===== src/design/bitk_pkg.sv =====
package bitk_pkg;

    // Store geometry.
    localparam int VERTICES = 1024;
    localparam int SLOTS    = 4;
    localparam int VTX_W    = $clog2(VERTICES);
    localparam int SLOT_W   = (SLOTS > 2) ? $clog2(SLOTS) : 1;

    // Field widths.
    localparam int KIND_W   = 1;
    localparam int VIDX_W   = 10;
    localparam int BONE_W   = 8;
    localparam int WEIGHT_W = 17;
    localparam int FRAC_W   = 16;
    localparam int STATUS_W = 3;
    localparam int VLIM_W   = 11;
    localparam int BLIM_W   = 9;
    localparam int CFG_W    = 11;
    localparam int SUM_W    = WEIGHT_W + $clog2(SLOTS);

    // Divider sequencing: one quotient bit per cycle.
    localparam int DIV_STEPS = FRAC_W + 1;
    localparam int DCNT_W    = $clog2(DIV_STEPS + 1);

    localparam logic [WEIGHT_W-1:0] ONE_FIX = WEIGHT_W'(65536);

    // Request kinds.
    localparam logic [KIND_W-1:0] KIND_ADD      = 1'b0;
    localparam logic [KIND_W-1:0] KIND_FINALIZE = 1'b1;

    // Result status codes.
    localparam logic [STATUS_W-1:0] ST_FREE       = 3'd0;
    localparam logic [STATUS_W-1:0] ST_REPLACED   = 3'd1;
    localparam logic [STATUS_W-1:0] ST_DROPPED    = 3'd2;
    localparam logic [STATUS_W-1:0] ST_BAD_VERTEX = 3'd3;
    localparam logic [STATUS_W-1:0] ST_BAD_BONE   = 3'd4;
    localparam logic [STATUS_W-1:0] ST_READOUT    = 3'd5;

    // Configuration register indexes.
    localparam logic CFG_VERTEX_LIMIT = 1'b0;
    localparam logic CFG_BONE_LIMIT   = 1'b1;

    typedef struct packed {
        logic [KIND_W-1:0]   kind;
        logic [VIDX_W-1:0]   vertex_index;
        logic [BONE_W-1:0]   bone_index;
        logic [WEIGHT_W-1:0] weight;
    } request_t;

    typedef struct packed {
        logic [STATUS_W-1:0] status;
        logic [BONE_W-1:0]   slot_bone;
        logic [WEIGHT_W-1:0] slot_weight;
        logic                last;
    } result_t;

    typedef struct packed {
        logic [BONE_W-1:0]   bone;
        logic [WEIGHT_W-1:0] weight;
    } slot_t;

    typedef slot_t [SLOTS-1:0] row_t;

    typedef struct packed {
        logic             we;
        logic [VTX_W-1:0] addr;
        row_t             wdata;
    } store_req_t;

    typedef struct packed {
        logic clearing;
        row_t rdata;
    } store_stat_t;

    typedef struct packed {
        logic                start;
        logic [WEIGHT_W-1:0] dividend;
        logic [SUM_W-1:0]    divisor;
    } div_req_t;

    typedef struct packed {
        logic                active;
        logic                done;
        logic [WEIGHT_W-1:0] quotient;
    } div_stat_t;

endpackage


===== src/design/bitk_div.sv =====
// Restoring divider computing floor(dividend * 2^16 / divisor), one bit per cycle.
// The caller guarantees dividend <= divisor and divisor != 0, so the quotient
// fits in WEIGHT_W bits and the upper dividend bits never produce a quotient bit.
module bitk_div (
    input  logic               clk,
    input  logic               rst_n,
    input  bitk_pkg::div_req_t req,
    output bitk_pkg::div_stat_t stat
);

    logic [bitk_pkg::SUM_W-1:0]    rem_reg;
    logic [bitk_pkg::SUM_W-1:0]    rem_next;
    logic [bitk_pkg::SUM_W-1:0]    dvsr_reg;
    logic [bitk_pkg::FRAC_W:0]     shift_reg;
    logic [bitk_pkg::FRAC_W:0]     shift_next;
    logic [bitk_pkg::WEIGHT_W-1:0] quo_reg;
    logic [bitk_pkg::WEIGHT_W-1:0] quo_next;
    logic [bitk_pkg::DCNT_W-1:0]   cnt_reg;
    logic [bitk_pkg::DCNT_W-1:0]   cnt_next;
    logic                          done_reg;
    logic                          done_next;
    logic [bitk_pkg::SUM_W:0]      trial;
    logic                          fits;

    // One trial subtraction per cycle.
    assign trial = {rem_reg, shift_reg[bitk_pkg::FRAC_W]};
    assign fits  = trial >= {1'b0, dvsr_reg};

    always_comb
    begin
        rem_next   = rem_reg;
        shift_next = shift_reg;
        quo_next   = quo_reg;
        cnt_next   = cnt_reg;
        done_next  = 1'b0;
        if (req.start)
        begin
            // The top dividend bits seed the remainder; the rest shift in.
            rem_next   = bitk_pkg::SUM_W'(req.dividend[bitk_pkg::WEIGHT_W-1:1]);
            shift_next = {req.dividend[0], {bitk_pkg::FRAC_W{1'b0}}};
            quo_next   = '0;
            cnt_next   = bitk_pkg::DCNT_W'(bitk_pkg::DIV_STEPS);
        end
        else if (cnt_reg != '0)
        begin
            rem_next   = fits ? bitk_pkg::SUM_W'(trial - {1'b0, dvsr_reg})
                              : bitk_pkg::SUM_W'(trial);
            shift_next = {shift_reg[bitk_pkg::FRAC_W-1:0], 1'b0};
            quo_next   = {quo_reg[bitk_pkg::WEIGHT_W-2:0], fits};
            cnt_next   = cnt_reg - 1'b1;
            done_next  = (cnt_reg == bitk_pkg::DCNT_W'(1));
        end
    end

    // Control state.
    always_ff @(posedge clk or negedge rst_n)
    begin
        if (!rst_n)
        begin
            cnt_reg  <= '0;
            done_reg <= 1'b0;
        end
        else
        begin
            cnt_reg  <= cnt_next;
            done_reg <= done_next;
        end
    end

    // Datapath.
    always_ff @(posedge clk)
    begin
        rem_reg   <= rem_next;
        shift_reg <= shift_next;
        quo_reg   <= quo_next;
        if (req.start)
        begin
            dvsr_reg <= req.divisor;
        end
    end

    assign stat.active   = (cnt_reg != '0);
    assign stat.done     = done_reg;
    assign stat.quotient = quo_reg;

endmodule


===== config.mk =====
export PLATFORM = sky130hd
export DESIGN_NAME = bitk_div
export DESIGN_NICKNAME = d
export VERILOG_FILES = /design/src/design/bitk_pkg.sv /design/src/design/bitk_div.sv
export SDC_FILE = /design/constraint.sdc
export NUM_CORES = 1
export LEC_CHECK = 0
export BUFFER_PORTS_ARGS = -buffer_cell sky130_fd_sc_hd__buf_4
export CORE_ASPECT_RATIO = 1.2
export CORE_UTILIZATION = 29
export DETAILED_ROUTE_END_ITERATION = 8
export PLACE_DENSITY = 0.45
export RECOVER_POWER = 100
export SYNTH_ARGS = -nofsm -noshare
export SYNTH_HDL_FRONTEND = slang
export SYNTH_SLANG_ARGS = --single-unit

===== constraint.sdc =====
create_clock -name clk -period 2.9 [get_ports clk]
set_clock_uncertainty 0.1 [all_clocks]
set_input_delay 0.145 -clock clk [delete_from_list [all_inputs] [get_ports clk]]
set_output_delay 0.145 -clock clk [all_outputs]
set_load 0.005 [all_outputs]

==> results of run 1 <==
[worst max-delay path, stage by stage (launching register included)]
cell and delay [ps]:
edfxtp_1 380, ha_1 330, a21oi_2 150, and2b_1 200, or3_1 410, o311ai_4 380
buf_6 200, mux2i_1 90, mux2_2 270
[area by class of cell]
type	count	share of cell area [%]
Tap cell	157	4.09
Multi-Input combinational cell	261	37.1
Sequential cell	62	34.0
Timing Repair Buffer	102	17.0
Clock buffer	15	5.57
Inverter	28	2.19
Clock inverter	1	0.104
[cell families (layout without fill, tap and decap cells)]
family | Yosys count | count (layout)
flops | 62 | 62
xor+xnor | 15 | 15
mux | 14 | 14
buf+inv | 43 | 146
simple gates | 117 | 117
compound gates | 92 | 92
fa+ha+maj | 23 | 23
[final timing paths]
check	to	start	slack, ps
worst max-delay path	rem_reg[1]	rem_reg[12]	140
worst min-delay path	rem_reg[4]	req[24]	7
worst max register to register	rem_reg[1]	rem_reg[12]	140
worst min register to register	quo_reg[16]	quo_reg[16]	350
max in group asynchronous	cnt_reg[0]	rst_n	2330
min in group asynchronous	done_reg	rst_n	130
[layer usage]
layer	wire length, um	vias to the layer above
met5	0	-
met4	133	0
met3	350	11
met2	4020	67
met1	3620	1367
li1	-	1502
[through the flow]
stage	power [mW]	std cells	area [sq um]	utilization (%)	setup WS (ps)
final	4.09	626	4800	41.0	137
after global routing	4.41	626	4800	41.0	-42.9
after CTS	4.04	624	4770	40.6	30.4
after detailed placement	2.99	580	4210	35.9	33.9
after global placement	2.98	580	4210	35.9	91.1
after floorplan	2.54	366	3550	-	152
[cell usage after synthesis (all sizes together) (3+ instances only)]
cell type and instances:
edfxtp 36, buf 6, xnor2 11, clkbuf 9
a21oi 32, dfxtp 20, nor2 19, xor2 4
nand3 3, nor2b 5, inv 28, o21ai 25
a2111oi 4, and2 3, o21a 4, or3 4
nor3 5, nand2 56, ha 22, nor3b 3
nand2b 5, nor4 3, mux2i 12, a21o 3
dfrtp 6, a211oi 3, a31oi 3
[power groups by stage]
| stage | sequential, mW | clock [mW] | combinational [mW] |
|---|---|---|---|
| finish | 1.23 | 0.990 | 1.87 |
| detailed placement | 1.24 | 0 | 1.75 |
| floorplan | 1.21 | 0 | 1.33 |
| global placement | 1.24 | 0 | 1.75 |
| CTS | 1.22 | 1.02 | 1.80 |
| global route | 1.25 | 1.07 | 2.10 |
[repair_timing]
action                                 in CTS  in global routing
hold buffers                               28                  0
endpoints found under the hold margin      33                  0
gates resized for setup                     0                 14
buffers inserted                            0                  1
setup endpoints to repair                   0                 17
==> flow_summary.json, run 1 <==
{
  "outcome": "completed",
  "hpwl_um": 5610,
  "area_delta_synth_final_pct": 35.3,
  "grt_use_total_pct": 13.8,
  "final_common_cell": "nand2_1",
  "clkPwrFrac_pct": 24.2,
  "antenna_cells": 0,
  "ys_warn_count": 0,
  "drive_gt1_share_pct": 20.0,
  "crit_path_start_kind": "flop",
  "drc": 0,
  "synth_cells": 366,
  "slew_violations": 0,
  "grt_use_met2_pct": 24.0,
  "grt-ovfl-total": 0,
  "fillers": 1224,
  "synth_xor_area_share_pct": 3.70,
  "cts_buffers": 9,
  "gp_congestion": 0.849,
  "required_ps": 2870,
  "worst_ep_arrival_time_ps": 2740,
  "p_comb_share_pct": 45.7,
  "power_per_cell_area_nw_per_um2": 850,
  "tns_ps": 0,
  "p_leak_nw": 2.03,
  "cts.sinks": 62,
  "grt_pass1_vias": 2887,
  "yosysSeqAreaShare_pct": 45.9,
  "avgSynthCellArea_sq_um": 9.71,
  "worstSetupEndpointType": "flop",
  "crit_path_max_fanout": 6,
  "htree_levels": 3,
  "max_freq_ghz": 0.362,
  "ys_async_sr_fraction_pct": 9.68,
  "cts.clk_slew.worst_paths_ps": 50,
  "maxSlewHeadroom_pct": 26.4,
  "synth_cell_types": 60,
  "cts_max_path_buffers": 2,
  "hold_depth": 3,
  "clockRootBuffer": "clkbuf_16",
  "switchingPower_mw": 1.43,
  "maxCapViolCount": 0,
  "ir_drop_uv": 274,
  "use_met1_pct": 15.7,
  "synth_area_sq_um": 3550,
  "final_cell_mix": "nand2_1, edfxtp_1, clkbuf_4",
  "synth_compound_area_share_pct": 16.7,
  "grt_use_met3_pct": 3.90,
  "grt_pass1_wl_um": 13200,
  "cts_tree": "built",
  "die_w_um": 103,
  "intPower_mw": 2.66,
  "drt_iter0_drc": 92,
  "power_frac_seq_pct": 30.0,
  "portBuffers": 57,
  "fp-row-count": 43,
  "antenna_found_initial": 0,
  "ys_top_cells_by_area": "edfxtp_1, dfxtp_1, ha_1, nand2_1, a21oi_1",
  "num_vias": 2947,
  "period_share_pct": 95.3,
  "hold_viol": 0,
  "hold_slack_ps": 7.39,
  "wl_um": 8130,
  "io_pins": 58,
  "p_sw_share_pct": 35.0,
  "yosysTopAreaCell": "edfxtp_1",
  "multi_input_area_sq_um": 1780,
  "ys_ff_latch": 62,
  "synth_edf_count": 36,
  "yosys.area.top_type_share_pct": 30.4,
  "synth_fp_nets": 428,
  "fin_crit_ps": 2760,
  "grt_max_degree": 54,
  "vias_per_cell": 4.71,
  "synth_simple_gate_area_share_pct": 16.1,
  "synth_top_family_by_area": "compound AO/OA/AOI/OAI gates",
  "nets": 526,
  "start_util_pct": 30.3,
  "ant_nets": 0,
  "ff_latch_area_sq_um": 1630,
  "tightest_slew_ps": 1100,
  "setup_violations": 0,
  "wl_per_cell_um": 13.0,
  "worstHoldPathType": "input pin to flop",
  "dr.pass1.iters": 4,
  "coreArea_sq_um": 11700,
  "die_h_um": 123,
  "synth-adder-area-share_pct": 8.31,
  "synth.area.mux_share_pct": 4.02,
  "insertion_delay_ps": 330,
  "r2r_cells": 8,
  "dieArea_sq_um": 12700,
  "crit_type": "flop to flop",
  "top_usage_layer": "met2",
  "ys.flop_type": "edfxtp_1"
}
Power figures use the tool's default switching activity.
==> run 2, diff against run 1 <==
--- a/config.mk
+++ b/config.mk
@@ -5,11 +5,13 @@
 export SDC_FILE = /design/constraint.sdc
 export NUM_CORES = 1
 export LEC_CHECK = 0
-export BUFFER_PORTS_ARGS = -buffer_cell sky130_fd_sc_hd__buf_4
 export CORE_ASPECT_RATIO = 1.2
 export CORE_UTILIZATION = 29
+export CTS_CLUSTER_SIZE = 24
 export DETAILED_ROUTE_END_ITERATION = 8
-export PLACE_DENSITY = 0.45
+export DONT_BUFFER_PORTS = 1
+export HOLD_SLACK_MARGIN = 0.05
+export PLACE_DENSITY = 0.41
 export RECOVER_POWER = 100
 export SYNTH_ARGS = -nofsm -noshare
 export SYNTH_HDL_FRONTEND = slang
==> run 2 against run 1 <==
Against the previous run:
- setup slack better by 11 ps
- sequential share of layout area up 2.2 points
- clock power about the same
- die area unchanged
- register-to-register slack about the same
- critical path type unchanged
==> flow_summary.json, run 2 (synthesized netlist as in run 1, its figures left out) <==
{
  "outcome": "completed",
  "antenna_found_initial": 0,
  "ir_drop_uv": 408,
  "cts.clk_slew.worst_paths_ps": 50,
  "pre_cts_slack_ps": 23.4,
  "cts_max_path_buffers": 2,
  "tightest_slew_ps": 886,
  "hold_depth": 2,
  "fillers": 1253,
  "insertion_delay_ps": 330,
  "vias_per_cell": 4.87,
  "crit_path_start_kind": "flop",
  "max_freq_ghz": 0.363,
  "cts_buffers": 9,
  "hold_viol": 0,
  "area_delta_synth_final_pct": 27.1,
  "io_pins": 58,
  "gp_congestion": 0.763,
  "drt_iter0_drc": 71,
  "final_cell_mix": "nand2_1, dlygate4sd3_1, edfxtp_1",
  "maxCapViolCount": 0,
  "die_h_um": 123,
  "wl_um": 8280,
  "period_share_pct": 94.9,
  "clockRootBuffer": "clkbuf_16",
  "portBuffers": 0,
  "hold_path.startpoint": "req[36]",
  "setup_ws_ps": 148,
  "fp-row-count": 43,
  "drive_gt1_share_pct": 9.74,
  "r2r_setup_slack_ps": 150,
  "cts_tree": "built",
  "crit_path_max_fanout": 2,
  "rr_endpoint": "rem_reg[14]",
  "dr.pass1.iters": 4,
  "worst_ep_arrival_time_ps": 2730,
  "grt_max_degree": 77,
  "crit_type": "flop to flop",
  "dp.cells": 522,
  "die_w_um": 103,
  "worstHoldPathType": "input pin to flop",
  "final_cell_count_no_fill": 578,
  "worstSetupEndpointType": "flop",
  "multi_input_area_sq_um": 1780,
  "antenna_cells": 0,
  "dieArea_sq_um": 12700,
  "slew_violations": 0,
  "p_comb_share_pct": 44.8,
  "p_sw_share_pct": 35.5,
  "cts.sinks": 62,
  "fin_crit_ps": 2750,
  "hold_slack_ps": 67.4,
  "setup_violations": 0,
  "grt_pass1_wl_um": 13000,
  "post_cts_buffers": 0,
  "power_frac_seq_pct": 30.3,
  "grt_pass1_vias": 2778,
  "ant_nets": 0,
  "wl_per_cell_um": 14.3,
  "hpwl_um": 5530,
  "p_leak_nw": 1.83,
  "grt_use_total_pct": 13.7,
  "r2r-start": "dvsr_reg[0]",
  "num_vias": 2816,
  "switchingPower_mw": 1.45,
  "start_util_pct": 30.3,
  "required_ps": 2870,
  "intPower_mw": 2.62,
  "ff_latch_area_sq_um": 1630,
  "maxSlewHeadroom_pct": 40.8,
  "r2r_cells": 10,
  "holdPathEnd": "rem_reg[14]",
  "finish.utilization_pct": 38.5,
  "rsz0062_at_grt": "no",
  "grt-ovfl-total": 0,
  "coreArea_sq_um": 11700,
  "clkPwrFrac_pct": 24.9,
  "htree_levels": 3,
  "nets": 478,
  "final_common_cell": "nand2_1",
  "power_per_cell_area_nw_per_um2": 901,
  "tns_ps": 0,
  "drc": 0
}
[run 2: changes by cell type in the layout (fill, tap and decap cells not counted), sizes merged]
cell and change:
clkbuf -42, dlygate4sd3 +11, inv +2, buf -19
[run 2: metal layers]
metal | vias to the layer above | global-route usage [%] | part of all wire [%]
li1 | 1411 | - | -
met1 | 1330 | 15.9 | 44
met2 | 60 | 23.7 | 50
met3 | 15 | 3.45 | 4.1
met4 | 0 | 6.25 | 2.1
met5 | - | 0 | 0
[run 2: area by class of cell]
class / instances / area share (%)
multi-input combinational: 261 / 39.3
sequential: 62 / 36.1
inverter: 28 / 2.33
tap: 157 / 4.35
timing repair buffer: 54 / 11.7
clock buffer: 13 / 5.79
clock inverter: 3 / 0.388
[run 2: worst max-delay path by stage]
stage / depth (start not counted) / slack (ps) / from / end
final: 10 / 150 / dvsr_reg[0] / rem_reg[14]
after global routing: 11 / 0.4 / shift_reg[16] / rem_reg[14]
after CTS: 11 / 50 / dvsr_reg[0] / rem_reg[18]
after detailed placement: 10 / 20 / dvsr_reg[0] / rem_reg[10]
after global placement: 10 / 80 / dvsr_reg[0] / rem_reg[10]
after floorplan: 9 / 150 / rem_reg[12] / rem_reg[14]
[run 2: stage by stage]
step | cell area (sq um) | total power [mW]
after floorplan | 3550 | 2.54
after global placement | 3790 | 2.96
after detailed placement | 3790 | 2.96
after CTS | 4490 | 4.08
after global routing | 4520 | 4.37
final | 4520 | 4.07
[run 2: timing repair]
| action | 4_1_cts | 5_1_grt |
|---|---|---|
| endpoints found under the hold margin | 87 | 0 |
| pin swaps | 0 | 1 |
| hold buffers | 40 | 0 |
| resized for setup | 1 | 7 |
| setup endpoints to repair | 1 | 13 |
[run 2: power by group through the flow]
stage | clock network, mW | registers [mW] | logic [mW]
detailed placement | 0 | 1.25 | 1.71
CTS | 1.05 | 1.23 | 1.80
floorplan | 0 | 1.21 | 1.33
global route | 1.09 | 1.25 | 2.02
global placement | 0 | 1.25 | 1.72
finish | 1.01 | 1.23 | 1.82
[run 2: worst max-delay path, cell delays in order, from the launching register on]
cell      delay (ps)
edfxtp_1         360
ha_1             230
fa_1             410
nand2b_4         160
a211oi_1         210
buf_4            150
nor2_1            50
o211ai_1         330
xnor2_1          180
nor3_2            60
a221o_1          250
==> run 3, diff against run 2 <==
==> constraint.sdc (replaced) <==
create_clock -name clk -period 2.9 [get_ports clk]
set_clock_uncertainty 0.1 [all_clocks]
set_input_delay 0 -clock clk [delete_from_list [all_inputs] [get_ports clk]]
set_output_delay 0 -clock clk [all_outputs]
set_load 0.005 [all_outputs]
==> run 3 against run 2 <==
Against the previous run:
- fmax up 0.19%
- register-to-register slack about the same
- largest power group unchanged
- cell count up 0.17%
- critical path depth unchanged
- non-clock buffer count up 1
- power about the same
==> flow_summary.json, run 3 (synthesized netlist as in run 1, its figures left out) <==
{
  "wl_um": 8250,
  "fin_area_sq_um": 4540,
  "p_comb_share_pct": 44.8,
  "cts.clk_slew.worst_paths_ps": 50,
  "grt_pass1_vias": 2773,
  "cts_tree": "built",
  "cp_slowest_stage_delay_ps": 410,
  "grt_max_degree": 83,
  "ir_drop_uv": 407,
  "io_pins": 58,
  "tns_ps": 0,
  "gp_congestion": 0.763,
  "hold_depth": 1,
  "hold_viol": 0,
  "critPathTopFamily": "compound AO/OA/AOI/OAI gates",
  "die_w_um": 103,
  "htree_levels": 3,
  "start_util_pct": 30.3,
  "hold_path.startpoint": "req[1]",
  "vias_per_cell": 4.86,
  "drive_gt1_share_pct": 9.72,
  "drt_iter0_drc": 76,
  "crit_path_top_delay_cell": "fa_1",
  "clkPwrFrac_pct": 24.9,
  "cts_max_path_buffers": 2,
  "worstHoldPathType": "input pin to flop",
  "path_buf_inv": 1,
  "antenna_cells": 0,
  "ant_nets": 0,
  "outcome": "completed",
  "final_cell_mix": "nand2_1, dlygate4sd3_1, edfxtp_1",
  "antenna_found_initial": 0,
  "dieArea_sq_um": 12700,
  "crit_path_max_fanout": 2,
  "holdPathEnd": "dvsr_reg[1]",
  "hpwl_um": 5530,
  "power_per_cell_area_nw_per_um2": 897,
  "tightest_slew_ps": 567,
  "power_frac_seq_pct": 30.3,
  "finalPower_mw": 4.07,
  "final_common_cell": "nand2_1",
  "nets": 479,
  "p_leak_nw": 1.84,
  "maxSlewHeadroom_pct": 62.0,
  "intPower_mw": 2.62,
  "insertion_delay_ps": 330,
  "grt_pass1_wl_um": 13000,
  "setup_violations": 0,
  "crit_chain": "ha_1 > fa_1 > nand2b_4 > a211oi_1 > buf_4 > nor2_1 > o211ai_1 > xnor2_1 > nor3_2 > a221o_1",
  "crit_type": "flop to flop",
  "fin_crit_ps": 2750,
  "clockRootBuffer": "clkbuf_16",
  "required_ps": 2870,
  "hold_slack_ps": 195,
  "max_freq_ghz": 0.364,
  "rsz0062_at_grt": "no",
  "die_h_um": 123,
  "num_vias": 2812,
  "finish.utilization_pct": 38.7,
  "grt-ovfl-total": 0,
  "wl_per_cell_um": 14.3,
  "dr.pass1.iters": 4,
  "crit_path_start_kind": "flop",
  "period_share_pct": 94.7,
  "area_delta_synth_final_pct": 27.8,
  "cts_buffers": 9,
  "worst_ep_arrival_time_ps": 2720,
  "drc": 0,
  "worstSetupEndpointType": "flop",
  "r2r_setup_slack_ps": 150,
  "cts.sinks": 62,
  "switchingPower_mw": 1.45,
  "rr_endpoint": "rem_reg[14]",
  "crit_path_start": "dvsr_reg[0]",
  "maxCapViolCount": 0,
  "portBuffers": 0,
  "slew_violations": 0,
  "p_sw_share_pct": 35.5,
  "fp-row-count": 43,
  "grt_use_total_pct": 13.7,
  "r2r-start": "dvsr_reg[0]",
  "dpl-instance-area_sq_um": 3790,
  "r2r_cells": 10,
  "coreArea_sq_um": 11700
}
[run 3: cell types whose count changed in the layout (fill, tap and decap cells not counted), moves of 2 or more]
| cell | previous run | this run |
|---|---|---|
| buf_4 | 10 | 12 |
| o21ai_0 | 12 | 14 |
| clkbuf_2 | 3 | 1 |
| o21ai_1 | 13 | 11 |
[run 3: through the flow]
| stage | cells | worst slack [ps] |
|---|---|---|
| 3_3_place_gp | 522 | 82.1 |
| 6_report | 579 | 153 |
| 4_1_cts | 579 | 50.1 |
| 5_1_grt | 579 | 4.54 |
| 2_1_floorplan | 366 | 152 |
| 3_5_place_dp | 522 | 23.4 |
[run 3: final cells by class]
type	count	area, sq um
clock buffer	13	262
clock inverter	3	17.5
sequential	62	1630
timing repair buffer	55	543
inverter	28	105
fill	1251	7190
tap	157	196
multi-input combinational	261	1780
[run 3: layer usage]
| metal | routed length, um | global-route usage, % |
|---|---|---|
| met2 | 4070 | 23.4 |
| met5 | 0 | 0 |
| met3 | 340 | 3.45 |
| met1 | 3670 | 16.0 |
| met4 | 176 | 6.25 |
[run 3: power groups by stage]
stage	clock, mW	sequential (mW)	combinational, mW
after global routing	1.09	1.26	2.03
after global placement	0	1.25	1.72
after floorplan	0	1.21	1.33
after detailed placement	0	1.25	1.71
final	1.01	1.23	1.82
after CTS	1.05	1.23	1.80
[run 3: timing repair]
| action | 4_1_cts | 5_1_grt |
|---|---|---|
| hold endpoints to repair | 87 | 0 |
| endpoints found under the setup margin | 1 | 13 |
| setup buffers | 0 | 0 |
| pin swaps | 0 | 2 |
| hold buffers | 41 | 0 |
| gates resized for setup | 1 | 7 |
[run 3: worst max path at each step]
stage / cells past startpoint / slack (ps) / to
2_1_floorplan: 9 / 150 / rem_reg[14]
3_3_place_gp: 10 / 80 / rem_reg[10]
3_5_place_dp: 10 / 20 / rem_reg[10]
4_1_cts: 11 / 50 / rem_reg[18]
5_1_grt: 11 / 5 / rem_reg[14]
6_report: 10 / 150 / rem_reg[14]
